`src/hdl/lufp_pkg.sv`:
```
// Shared types and constants for the lidar serial frame parser.
`default_nettype none
package lufp_pkg;

    // Frame layout
    localparam int FRAME_BYTES = 9;
    localparam int SUM_BYTES   = 8;
    localparam int FILL_W      = 4;
    localparam logic [7:0] HEADER_BYTE = 8'h59;

    // Configuration register map
    localparam int CFG_INDEX_W = 2;
    localparam int CFG_DATA_W  = 16;
    localparam logic [CFG_INDEX_W-1:0] REG_MIN_DISTANCE = 2'd0;
    localparam logic [CFG_INDEX_W-1:0] REG_MAX_DISTANCE = 2'd1;
    localparam logic [15:0] MIN_DISTANCE_RESET = 16'd20;
    localparam logic [15:0] MAX_DISTANCE_RESET = 16'd800;

    // Frame status codes
    localparam logic STATUS_VALID        = 1'b0;
    localparam logic STATUS_OUT_OF_RANGE = 1'b1;

    typedef logic [7:0] byte_t;

    // One decoded frame
    typedef struct packed {
        logic [15:0] distance_cm;
        logic [15:0] signal_strength;
        logic        frame_status;
    } result_t;

endpackage
`default_nettype wire

```
`src/hdl/lidar_uart_frame_parser_core.sv`:
```
// Top level of the lidar serial frame parser.
// Takes one received byte per request and reports each nine-byte frame that starts with
// two 0x59 header bytes and carries a correct modulo-256 checksum. A byte is taken every
// cycle while in_stall is low: the window update and frame check form one short
// combinational pass into the result register, and a one-entry skid stage holds a result
// while the output is stalled; in_stall rises only while that skid stage is occupied.
// Bad frames resynchronize one byte at a time.
// Distances outside [min_distance_cm, max_distance_cm] report frame_status 1 and distance 0.
`default_nettype none
module lidar_uart_frame_parser_core
(
    input  wire logic                                clk,
    input  wire logic                                rst_n,
    input  wire logic                                cfg_we,
    input  wire logic [lufp_pkg::CFG_INDEX_W-1:0]    cfg_index,
    input  wire logic [lufp_pkg::CFG_DATA_W-1:0]     cfg_data,
    input  wire logic                                in_valid,
    output logic                                     in_stall,
    input  wire logic [7:0]                          rx_byte,
    output logic                                     out_valid,
    input  wire logic                                out_stall,
    output logic [15:0]                              distance_cm,
    output logic [15:0]                              signal_strength,
    output logic                                     frame_status
);
    import lufp_pkg::*;

    logic [15:0] min_distance_reg;
    logic [15:0] max_distance_reg;
    logic        push;
    logic        frame_found;
    logic        busy;
    result_t     frame_result;
    result_t     out_data;

    // Hold the range limits; ignore writes beyond the map
    always_ff @(posedge clk or negedge rst_n)
    begin
        if (!rst_n)
        begin
            min_distance_reg <= MIN_DISTANCE_RESET;
            max_distance_reg <= MAX_DISTANCE_RESET;
        end
        else if (cfg_we)
        begin
            case (cfg_index)
                REG_MIN_DISTANCE: min_distance_reg <= cfg_data;
                REG_MAX_DISTANCE: max_distance_reg <= cfg_data;
                default: ;
            endcase
        end
    end

    assign in_stall = busy;
    assign push     = in_valid && !busy;

    lufp_window u_window
    (
        .clk             (clk),
        .rst_n           (rst_n),
        .push            (push),
        .rx_byte         (rx_byte),
        .min_distance_cm (min_distance_reg),
        .max_distance_cm (max_distance_reg),
        .frame_found     (frame_found),
        .frame_result    (frame_result)
    );

    lufp_out_buf u_out_buf
    (
        .clk       (clk),
        .rst_n     (rst_n),
        .load      (frame_found),
        .load_data (frame_result),
        .out_stall (out_stall),
        .out_valid (out_valid),
        .out_data  (out_data),
        .busy      (busy)
    );

    assign distance_cm     = out_data.distance_cm;
    assign signal_strength = out_data.signal_strength;
    assign frame_status    = out_data.frame_status;

endmodule
`default_nettype wire

```
`src/hdl/lufp_window.sv`:
```
// Sliding byte window, frame check and field decode.
`default_nettype none
module lufp_window
(
    input  wire logic            clk,
    input  wire logic            rst_n,
    input  wire logic            push,
    input  wire lufp_pkg::byte_t rx_byte,
    input  wire logic [15:0]     min_distance_cm,
    input  wire logic [15:0]     max_distance_cm,
    output logic                 frame_found,
    output lufp_pkg::result_t    frame_result
);
    import lufp_pkg::*;

    byte_t             window_reg [FRAME_BYTES];
    byte_t             window_next [FRAME_BYTES];
    byte_t             shifted [FRAME_BYTES];
    logic [FILL_W-1:0] fill_reg;
    logic [FILL_W-1:0] fill_next;
    logic [FILL_W-1:0] fill_pushed;
    logic [7:0]        sum;
    logic              frame_ok;
    logic [15:0]       distance;
    logic              out_of_range;

    // Append the new byte, or drop the oldest when the window is full
    always_comb
    begin
        if (fill_reg < FILL_W'(FRAME_BYTES))
        begin
            for (int i = 0; i < FRAME_BYTES; i++)
            begin
                shifted[i] = (fill_reg == FILL_W'(i)) ? rx_byte : window_reg[i];
            end
            fill_pushed = fill_reg + FILL_W'(1);
        end
        else
        begin
            for (int i = 0; i < FRAME_BYTES - 1; i++)
            begin
                shifted[i] = window_reg[i + 1];
            end
            shifted[FRAME_BYTES-1] = rx_byte;
            fill_pushed = fill_reg;
        end
    end

    // Check header and checksum on the updated window
    always_comb
    begin
        sum = 8'd0;
        for (int i = 0; i < SUM_BYTES; i++)
        begin
            sum = sum + shifted[i];
        end
        frame_ok = (fill_pushed == FILL_W'(FRAME_BYTES)) &&
                   (shifted[0] == HEADER_BYTE) && (shifted[1] == HEADER_BYTE) &&
                   (shifted[SUM_BYTES] == sum);
    end

    // Decode fields and range-check the distance
    always_comb
    begin
        distance     = {shifted[3], shifted[2]};
        out_of_range = (distance < min_distance_cm) || (distance > max_distance_cm);
        frame_result.distance_cm     = out_of_range ? 16'd0 : distance;
        frame_result.signal_strength = {shifted[5], shifted[4]};
        frame_result.frame_status    = out_of_range ? STATUS_OUT_OF_RANGE : STATUS_VALID;
        frame_found = push && frame_ok;
    end

    // Empty the window after a frame, otherwise keep the pushed window
    always_comb
    begin
        for (int i = 0; i < FRAME_BYTES; i++)
        begin
            window_next[i] = window_reg[i];
        end
        fill_next = fill_reg;
        if (push)
        begin
            if (frame_ok)
            begin
                for (int i = 0; i < FRAME_BYTES; i++)
                begin
                    window_next[i] = 8'd0;
                end
                fill_next = '0;
            end
            else
            begin
                for (int i = 0; i < FRAME_BYTES; i++)
                begin
                    window_next[i] = shifted[i];
                end
                fill_next = fill_pushed;
            end
        end
    end

    always_ff @(posedge clk or negedge rst_n)
    begin
        if (!rst_n)
        begin
            fill_reg <= '0;
            for (int i = 0; i < FRAME_BYTES; i++)
            begin
                window_reg[i] <= 8'd0;
            end
        end
        else
        begin
            fill_reg <= fill_next;
            for (int i = 0; i < FRAME_BYTES; i++)
            begin
                window_reg[i] <= window_next[i];
            end
        end
    end

endmodule
`default_nettype wire

```
`src/hdl/lufp_out_buf.sv`:
```
// Result register with a skid stage toward the downstream channel.
`default_nettype none
module lufp_out_buf
(
    input  wire logic              clk,
    input  wire logic              rst_n,
    input  wire logic              load,
    input  wire lufp_pkg::result_t load_data,
    input  wire logic              out_stall,
    output logic                   out_valid,
    output lufp_pkg::result_t      out_data,
    output logic                   busy
);
    import lufp_pkg::*;

    logic    out_valid_reg, out_valid_next;
    logic    skid_valid_reg, skid_valid_next;
    result_t out_data_reg, out_data_next;
    result_t skid_data_reg, skid_data_next;

    // Advance results; park a new one in the skid stage while stalled
    always_comb
    begin
        out_valid_next  = out_valid_reg;
        out_data_next   = out_data_reg;
        skid_valid_next = skid_valid_reg;
        skid_data_next  = skid_data_reg;
        if (!out_valid_reg || !out_stall)
        begin
            if (skid_valid_reg)
            begin
                out_valid_next  = 1'b1;
                out_data_next   = skid_data_reg;
                skid_valid_next = 1'b0;
            end
            else
            begin
                out_valid_next = load;
                out_data_next  = load_data;
            end
        end
        else if (load)
        begin
            skid_valid_next = 1'b1;
            skid_data_next  = load_data;
        end
    end

    always_ff @(posedge clk or negedge rst_n)
    begin
        if (!rst_n)
        begin
            out_valid_reg  <= 1'b0;
            skid_valid_reg <= 1'b0;
        end
        else
        begin
            out_valid_reg  <= out_valid_next;
            skid_valid_reg <= skid_valid_next;
        end
    end

    always_ff @(posedge clk)
    begin
        out_data_reg  <= out_data_next;
        skid_data_reg <= skid_data_next;
    end

    assign out_valid = out_valid_reg;
    assign out_data  = out_data_reg;
    assign busy      = skid_valid_reg;

endmodule
`default_nettype wire
```
`config.mk`:
```
export PLATFORM = sky130hd
export DESIGN_NAME = lidar_uart_frame_parser_core
export DESIGN_NICKNAME = d
export VERILOG_FILES = /design/src/hdl/lufp_pkg.sv /design/src/hdl/lidar_uart_frame_parser_core.sv /design/src/hdl/lufp_window.sv /design/src/hdl/lufp_out_buf.sv
export SDC_FILE = /design/constraint.sdc
export NUM_CORES = 1
export LEC_CHECK = 0
export BUFFER_PORTS_ARGS = -buffer_cell sky130_fd_sc_hd__buf_2
export CELL_PAD_IN_SITES_DETAIL_PLACEMENT = 1
export CELL_PAD_IN_SITES_GLOBAL_PLACEMENT = 1
export CORE_MARGIN = 1.5
export CORE_UTILIZATION = 25
export DETAILED_ROUTE_END_ITERATION = 10
export GPL_TIMING_DRIVEN = 0
export PLACE_DENSITY = 0.52
export SLEW_MARGIN = 5
export SYNTH_ARGS = -nofsm -noshare
export SYNTH_HDL_FRONTEND = slang
export SYNTH_SLANG_ARGS = --single-unit
```
`constraint.sdc`:
```
create_clock -name clk -period 26.6 [get_ports clk]
set_input_delay 0 -clock clk [delete_from_list [all_inputs] [get_ports clk]]
set_output_delay 0 -clock clk [all_outputs]
set_load 0.1 [all_outputs]
```
Yosys cells after proc, flatten, opt, wreduce, memory -nomap -nowiden. Cells that the tools add are included.

$add $sub $neg: 8. Order comparisons: 3. Equality and inequality tests: 13. Muxes and demuxes: 19. Bitwise logic cells: 1. Reductions and logical operators: 16.

Operators by type and width (count): 72-bit 2-to-1 mux (2); 8-bit 2-to-1 mux (9); 8-bit adder (7); 33-bit 2-to-1 mux (1); 4-bit by 3-bit == test with 1-bit output, second input constant (4); 8-bit by 7-bit == test with 1-bit output, second input constant (2); 16-bit greater-than comparator (1); 16-bit less-than comparator (1); 16-bit 2-to-1 mux (1); 4-bit by 2-bit == test with 1-bit output, second input constant (2); 4-bit == test, second input constant (2); 8-bit == test (1); 4-bit 2-to-1 mux (2); 2-bit AND reduction (3); 1-bit logical AND (5); 4-bit by 1-bit adder with 4-bit output, second input constant (1); 4-bit by 1-bit == test with 1-bit output, second input constant (1); 4-bit zero test (1); 4-bit less-than comparator, second input constant (1); 1-bit 2-to-1 mux (4); 1-bit zero test (3); 2-bit by 1-bit == test with 1-bit output, second input constant (1); 2-bit zero test (1); 1-bit logical OR (2); other kinds (2) (2).

Flip-flop bits (word level): 176. Bits of input ports: 31. Output and inout port bits: 35. Logic and storage cells: 80.

Longest topological paths before layout. Gate-level depths: netlist of run 1.

Depth in word-level cells: 15. Depth in mapped cells: 28. Mapped depth without buffers: 24.

Cells and area by module. From an unflattened synthesis of run 1, not the netlist that was laid out.

Cells, all modules: 1029. Area total of the unflattened synthesis: 11601.1 sq um.

Modules (own cells, without submodules): lufp_window (instances 1, cells an instance 851, area an instance 7767.4 sq um, sequential area each 1901.8 sq um); lufp_out_buf (instances 1, cells an instance 109, area an instance 2608.8 sq um, sequential area each 2031.9 sq um); lidar_uart_frame_parser_core (instances 1, cells an instance 69, area an instance 1224.9 sq um, sequential area each 807.0 sq um).

Worst setup path after synthesis of run 1. OpenSTA, ideal clock, no wires.

Path type: register to register. From: register u_window.fill_reg[0]. To: register u_out_buf.skid_data_reg[0] (netlist bit), enable pin. Setup time: 0.464 ns. Arrival time: 8.235 ns. Data required time: 26.136 ns. Path slack: 17.901 ns. Cell stages (with the launch flop): 23. Path buffers: 4. Period minus slack after synthesis: 8.699 ns. Cell sequence: dfrtp_1 inv_1 ha_1 buf_2 a21oi_1 clkbuf_1 clkbuf_1 clkbuf_1 a21oi_1 fa_1 fa_1 fa_1 fa_1 inv_1 ha_1 a21o_1 a21oi_1 o21bai_1 a21oi_1 xnor2_1 xnor3_2 xnor2_1 nor3_1.

Word-level cells in the longest chain between the ends: 14. Elaborated cells between the ends (all ways): 38. Those cells by class: 8 x add/sub; 1 x order compare; 12 x eq/ne; 11 x mux; 6 x reduce/logical.

RTL lines: start, declared (RTL line lufp_window.sv:19) `logic [FILL_W-1:0] fill_reg;`; start signal, assigned (RTL line lufp_window.sv:114) `fill_reg <= fill_next;`; branches (longest 11 deep; another with 8-bit adder); 1-bit logical AND (*) (RTL line lufp_window.sv:58) `(shifted[0] == HEADER_BYTE) && (shifted[1] == HEADER_BYTE) &&`; 1-bit logical AND (*) (RTL line lufp_window.sv:70) `frame_found = push && frame_ok;`; 2-bit AND reduction (no line) (*); end signal, assigned (RTL line lufp_out_buf.sv:66) `skid_data_reg <= skid_data_next;`; end, declared (RTL line lufp_out_buf.sv:19) `result_t skid_data_reg, skid_data_next;`.

Mark *: on every way between the ends. A chain may end at the register's enable or synchronous reset.

Final worst setup path of run 1.
From: register u_window.fill_reg[0]. To: register u_out_buf.skid_data_reg[24] (netlist bit), enable pin.

Same word-level chain as after synthesis.

==> impl_metrics.csv, run 1 <==
group,metric,value,unit
setup_path,endpoint_kind,"flop",
route,vias,8635,
setup_path,rrSetupSlack,17.35,ns
grt,grt_antenna_before_repair,1,
cts,cts_setup_buffers,0,
cells_and_area,num-nets-final,1323,
cts,h-tree-depth,4,
synth,synthFlopType,"dfrtp_1",
synth,seq_area_frac_synth,42.96,%
synth,synth_cells,1102,
floorplan,core_region_area,43360,um2
setup_path,rr_worst_depth,25,
timing,tns,0,ns
synth,syn_area,11040,um2
synth,synth-edff-count,66,
timing,fin_crit_sh,34.79,%
cts,cts.sinks,176,
floorplan,die_area,45410,um2
floorplan,num_io_pins,66,
grt,grt-ovfl-total,0,
setup_path,crit_required,26.78,ns
floorplan,initial_core_util,25.45,%
synth,synth_area_leaders,"dfrtp_1 (24%), edfxtp_1 (18%), fa_1 (7.1%)",
setup_path,critPathMaxStageDelay,0.70,ns
setup_path,worst-setup-path-type,"flop to flop",
cells_and_area,final_layout_size_suffix_gt1_share,14.81,%
setup_path,cp.depth,25,
timing,slew_headroom,4.884,%
grt,grt_pass1_vias,9304,
setup_path,critPathLaunch,"u_window.fill_reg[0]",
synth,synth_area_leader_cell,"dfrtp_1",
setup_path,slowest_stage,"a21oi_1",
min_path,hold_class,"input port to asynchronous set/reset pin",
timing,timing_hold_violations_final,0,
synth,ys_ff_latch,176,
setup_path,path_max_fanout,11,
floorplan,fp.dieH,213.1,um
route,first_pass_iters,4,
route,viasPerCell,4.779,
synth,ys_types,67,
cts,ctsResizeCount,0,
synth,yosysWarnings,0,
timing,rsz0062_at_grt,"false",
status,status,"completed",
placed_design,io_buffers,62,
timing,worstMarginPinSlew,1.412,ns
route,routedWlPerCell,21.60,um
timing,slew_viol_final,0,
setup_path,rr_endpoint,"u_out_buf.skid_data_reg[24]",
cts,cts.clk_slew.worst_paths,0.08,ns
cells_and_area,largest_reg_flops,72,
run,max_cap_violations,0,
setup_path,cp.arrival,9.43,ns
timing,final.setup_skew,0.01536,ns
setup_path,crit_end,"u_out_buf.skid_data_reg[24]",
cts,cts_hold_buf,21,
timing,setup_viol,0,
cts,clockBufferDepth,2,
placed_design,hpwl,29340,um
setup_path,rr_startpoint,"u_window.fill_reg[0]",
cells_and_area,diodes,0,
synth,syn_nets,1216,
cells_and_area,synthToLayoutAreaGrowth,17.38,%
placed_design,gp_congestion,0.8611,
timing,fmax,108.1,MHz
synth,synth_top_area_share,23.81,%
cts,cts_made_buffers,17,
grt,grt_max_degree,63,
route,antenna_left,0,
setup_path,critPathBufInv,9,
synth,synth-async-reset-ratio,62.50,%
floorplan,fp-row-count,76,
route,drtIter0Drc,435,
grt,grt_pass1_wl,59750,um
cts,cts_root_buf,"clkbuf_16",
cts,cts_tree,"built",
grt,grtUsageTotal,18.08,%
floorplan,die_w,213.1,um
setup_path,critPathTopFamily,"adder cells",
cts,insertion_delay,0.47,ns
route,wirelength,39030,um
timing,layout_min_cycle_time,9.254,ns
synth,avgSynthCellArea,10.01,um2
setup_path,start_kind,"flop",
route,drc,0,
[worst register-to-register path: stages, from the launching register on]
cell	delay (ns)
dfrtp_1	0.46
inv_1	0.14
ha_1	0.21
buf_2	0.19
a21oi_1	0.71
clkbuf_1	0.46
clkbuf_1	0.39
clkbuf_1	0.60
a21oi_1	0.25
fa_1	0.60
fa_1	0.54
fa_1	0.54
fa_1	0.56
inv_1	0.07
ha_1	0.29
a21o_1	0.16
a21oi_1	0.22
o21bai_1	0.09
a21oi_1	0.23
xnor2_1	0.22
xnor3_2	0.55
xnor2_1	0.17
nor3_2	0.59
buf_4	0.34
buf_4	0.25
buf_6	0.16
[layout make-up]
type	count	area (um2)
inverter	90	337.8
multi-input combinational	764	5625
buffer	72	339.1
tap	585	732.0
clock buffer	18	429.2
sequential	176	4741
clock inverter	14	148.9
timing repair buffer	88	600.6
fill	4989	30410
[worst min path at each step]
stage	from	to	cells past startpoint
2_1_floorplan	rst_n	max_distance_reg[0]	0
3_3_place_gp	cfg_data[10]	min_distance_reg[10]	3
3_5_place_dp	rst_n	u_window.fill_reg[3]	1
4_1_cts	rst_n	u_window.fill_reg[2]	2
5_1_grt	rst_n	u_window.fill_reg[2]	2
6_report	rst_n	u_window.fill_reg[2]	2
[synthesized netlist by cell type (3+ instances only)]
library cell / count
ha_1: 44
inv_1: 89
nor4bb_1: 3
o211ai_1: 3
nand2_2: 3
nand3b_1: 3
nand2_1: 93
a21oi_1: 78
nand3_1: 10
mux2_2: 20
nand2b_1: 7
nand4_1: 10
dfstp_2: 5
xnor2_1: 16
dfrtp_1: 105
o21ai_1: 6
nor2b_1: 6
a211oi_1: 30
a21boi_0: 3
a21o_1: 9
xor2_1: 5
clkbuf_1: 50
nor3_1: 9
o21ai_0: 67
a31oi_1: 5
o21a_1: 3
mux2i_1: 73
and3_1: 5
fa_1: 39
buf_2: 13
o31ai_1: 17
buf_6: 6
edfxtp_1: 66
a2bb2oi_1: 3
a211oi_2: 24
nor2_1: 137
[stage by stage]
| stage | util, % | instance area (um2) | hold WS, ns | std cells | setup WS (ns) |
|---|---|---|---|---|---|
| final | 29.87 | 12950 | 0.06049 | 1807 | 17.35 |
| after global routing | 29.87 | 12950 | 0.09073 | 1807 | 16.87 |
| after CTS | 29.87 | 12950 | 0.08676 | 1807 | 17.32 |
| after detailed placement | 28.06 | 12170 | 0.008950 | 1754 | 17.40 |
| after global placement | 27.85 | 12080 | 0.2200 | 1749 | 14.86 |
| after floorplan | - | 11040 | -0.2956 | 1102 | 17.90 |
[routing by layer]
layer  up-vias  share of wire, %  track usage, %  routed length, um
met5         -                 0               0                  0
met4         0               1.5           4.451                585
met3        33               3.0           2.721               1164
met2       133                48           30.01              18620
met1      4418                48           24.57              18660
li1       4051                 -               -                  -
[logic make-up (layout without fill, tap and decap cells)]
group | count (synthesis) | after routing | synth area share (%)
AND/OR/NAND/NOR | 300 | 300 | 12.05
AO/OA/AOI/OAI | 264 | 264 | 16.01
flip-flops | 176 | 176 | 42.96
buffers and inverters | 162 | 282 | 6.134
multiplexers | 95 | 95 | 8.900
adder cells (fa/ha/maj) | 83 | 83 | 12.06
XOR/XNOR | 22 | 22 | 1.882
[cells in the final DEF, fill, tap and decap left out, types with 5 or more instances in the layout]
| cell type | instances |
|---|---|
| xor2_1 | 5 |
| nor3_1 | 8 |
| clkbuf_16 | 17 |
| a31oi_1 | 5 |
| o21ai_1 | 6 |
| fa_1 | 39 |
| inv_1 | 89 |
| nand2b_1 | 7 |
| a211oi_1 | 30 |
| a21o_1 | 9 |
| nand3_1 | 10 |
| nand4_1 | 10 |
| nor2_1 | 137 |
| ha_1 | 44 |
| edfxtp_1 | 66 |
| dlygate4sd3_1 | 21 |
| nor2b_1 | 6 |
| mux2_2 | 20 |
| a211oi_2 | 24 |
| dfstp_2 | 5 |
| o21ai_0 | 67 |
| o31ai_1 | 17 |
| and3_1 | 5 |
| xnor2_1 | 16 |
| buf_2 | 74 |
| buf_6 | 8 |
| dfrtp_1 | 105 |
| nand2_1 | 92 |
| mux2i_1 | 73 |
| clkbuf_1 | 51 |
| a21oi_1 | 78 |
Power of run 1 is not shown: default switching activity piles up to over one toggle a cycle in this logic, so the estimate is an artifact.
==> run 2, diff against run 1 <==
--- a/config.mk
+++ b/config.mk
@@ -5,6 +5,7 @@
 export SDC_FILE = /design/constraint.sdc
 export NUM_CORES = 1
 export LEC_CHECK = 0
+export ABC_AREA = 1
 export BUFFER_PORTS_ARGS = -buffer_cell sky130_fd_sc_hd__buf_2
 export CELL_PAD_IN_SITES_DETAIL_PLACEMENT = 1
 export CELL_PAD_IN_SITES_GLOBAL_PLACEMENT = 1
@@ -12,7 +13,7 @@
 export CORE_UTILIZATION = 25
 export DETAILED_ROUTE_END_ITERATION = 10
 export GPL_TIMING_DRIVEN = 0
-export PLACE_DENSITY = 0.52
+export PLACE_DENSITY = 0.54
 export SLEW_MARGIN = 5
 export SYNTH_ARGS = -nofsm -noshare
 export SYNTH_HDL_FRONTEND = slang
==> constraint.sdc (replaced) <==
create_clock -name clk -period 8.8 [get_ports clk]
set_input_delay 0 -clock clk [delete_from_list [all_inputs] [get_ports clk]]
set_output_delay 0 -clock clk [all_outputs]
set_load 0.1 [all_outputs]
==> run 2 against run 1 <==
- setup slack got worse by 17 ns
- cell count is 13% higher
- sequential cell count did not move
- core utilization fell by 0.12 points
- clock-buffer cell count up 1
- first-iteration DRC count up 4.1%
- fmax rose by 14%
- area after synthesis shrank 1.3%
- clock skew shrank 0.0046 ns
- global-route usage rose by 0.70 points
- largest cell class unchanged
==> impl_metrics.csv, run 2 <==
group,metric,value,unit
status,status,"completed",
timing,setup_viol,0,
timing,rsz0062_at_grt,"false",
synth,synth_area_leader_cell,"dfrtp_1",
route,viasPerCell,4.678,
synth,yosysWarnings,0,
timing,layout_min_cycle_time,8.132,ns
placed_design,hpwl,30230,um
timing,slew_viol_final,0,
cells_and_area,final_common_cell,"nand2_1",
synth,seq_area_frac_synth,43.53,%
cells_and_area,final_cell_count_no_fill,2036,
cts,ctsResizeCount,0,
cells_and_area,most-common-layout-cells,"nand2_1 (391), inv_1 (176), nand3_1 (132)",
cts,cts.sinks,176,
cts,cts_setup_buffers,0,
timing,slew_headroom,22.21,%
grt,grt_max_degree,65,
setup_path,rrSetupSlack,0.67,ns
cts,cts_root_buf,"clkbuf_16",
route,wirelength,39640,um
cells_and_area,final_layout_size_suffix_gt1_share,9.993,%
timing,fin_crit_sh,92.41,%
cells_and_area,diodes,0,
setup_path,crit_path_frequent_cell,"fa_1",
route,vias,9524,
synth,ys_ff_latch,176,
setup_path,start_kind,"flop",
synth,syn_area,10890,um2
floorplan,num_io_pins,66,
setup_path,critPathMaxStageDelay,0.91,ns
synth,synth_top_area_share,24.13,%
placed_design,dp_cells,1984,
synth,synth_common_cells,"nand2_1 (392), inv_1 (176), nand3_1 (132), o21ai_0 (119), dfrtp_1 (105)",
cells_and_area,synthToLayoutAreaGrowth,17.44,%
grt,grt_pass1_wl,61820,um
grt,grt_antenna_before_repair,0,
placed_design,gp_congestion,0.8093,
setup_path,cp.arrival,8.30,ns
synth,synth-edff-count,66,
route,first_pass_iters,5,
floorplan,core_region_area,42980,um2
timing,timing_hold_violations_final,0,
synth,syn_nets,1447,
cells_and_area,largest_reg_flops,72,
cts,clockBufferDepth,2,
cts,h-tree-depth,4,
route,drc,0,
setup_path,worst-setup-path-type,"flop to flop",
cts,cts_tree,"built",
cts,cts_hold_buf,20,
grt,grt_pass1_vias,10050,
floorplan,die_area,44820,um2
cts,insertion_delay,0.47,ns
placed_design,io_buffers,63,
route,drtIter0Drc,453,
timing,worstMarginPinSlew,1.155,ns
synth,synth_cells,1333,
floorplan,die_w,211.7,um
cts,cts.clk_slew.worst_paths,0.07,ns
cells_and_area,num-nets-final,1552,
run,max_cap_violations,0,
floorplan,fp-row-count,76,
synth,avgSynthCellArea,8.170,um2
synth,ys_types,42,
synth,yosysMostFrequentCell,"nand2_1",
synth,synthFlopType,"dfrtp_1",
route,routedWlPerCell,19.47,um
grt,grt-ovfl-total,0,
setup_path,slowest_stage,"o21ai_0",
synth,synth-async-reset-ratio,62.50,%
synth,synth_area_leaders,"dfrtp_1 (24%), edfxtp_1 (18%), nand2_1 (14%)",
setup_path,endpoint_kind,"flop",
cts,cts_made_buffers,17,
route,antenna_left,0,
min_path,hold_class,"input port to flop",
grt,grtUsageTotal,18.78,%
floorplan,initial_core_util,25.34,%
timing,hold_ws,0.005093,ns
floorplan,fp.dieH,211.7,um
setup_path,crit_required,8.96,ns
timing,fmax,123.0,MHz
setup_path,path_max_fanout,30,
timing,final.setup_skew,0.01072,ns
-- run 2: stage by stage --
stage	setup TNS [ns]	worst slack (ns)	util [%]	cell area (um2)
floorplan	0	1.194	-	10890
global placement	-42.43	-1.288	27.77	11940
detailed placement	0	0.7439	27.97	12020
CTS	0	0.6684	29.76	12790
global route	0	0.1963	29.76	12790
finish	0	0.6678	29.76	12790
-- run 2: routing by layer --
metal	share of wire, %	track usage [%]
met1	48	25.73
met2	47	30.73
met3	2.0	1.973
met4	2.4	6.576
met5	0	0
-- run 2: area by class of cell --
class                           instances  area (um2)
Inverter                              184       690.7
Fill cell                            5239       30190
Multi-Input combinational cell        910        5162
Tap cell                              585       732.0
Buffer                                 63       306.5
Timing Repair Buffer                   86       589.3
Sequential cell                       176        4741
Clock buffer                           19       436.7
Clock inverter                         13       131.4
-- run 2: cell families (layout without fill, tap and decap cells) --
family	count (synthesis)	after routing	synth area share, %
xor gates and xnor gates	10	10	0.8042
DFF	176	176	43.53
and+or+nand+nor	603	603	23.37
buffers and inverters	247	365	9.157
adders and majority gates	83	83	12.22
AOI/OAI and AO/OA	214	214	10.91
-- run 2: worst max-delay path: cells and delay by family, from the launching register on --
family | cells | cell delay, ns
XOR/XNOR | 1 | 0.18
buffers and inverters | 8 | 1.37
adder cells (fa/ha/maj) | 7 | 3.10
AO/OA/AOI/OAI | 1 | 0.91
AND/OR/NAND/NOR | 11 | 1.70
flip-flops | 1 | 0.50
-- run 2: final timing paths --
path | start | to | cells after the start
min in group asynchronous | rst_n | max_distance_reg[6] | 2
hold / removal | cfg_index[1] | max_distance_reg[0] | 4
setup reg to reg | u_window.fill_reg[0] | u_out_buf.skid_data_reg[9] | 28
hold reg to reg | u_window.window_reg[22] | u_window.window_reg[22] | 2
setup / recovery | u_window.fill_reg[0] | u_out_buf.skid_data_reg[9] | 28
max in group asynchronous | rst_n | u_window.window_reg[10] | 3
Power of run 2 is left out for the same reason.
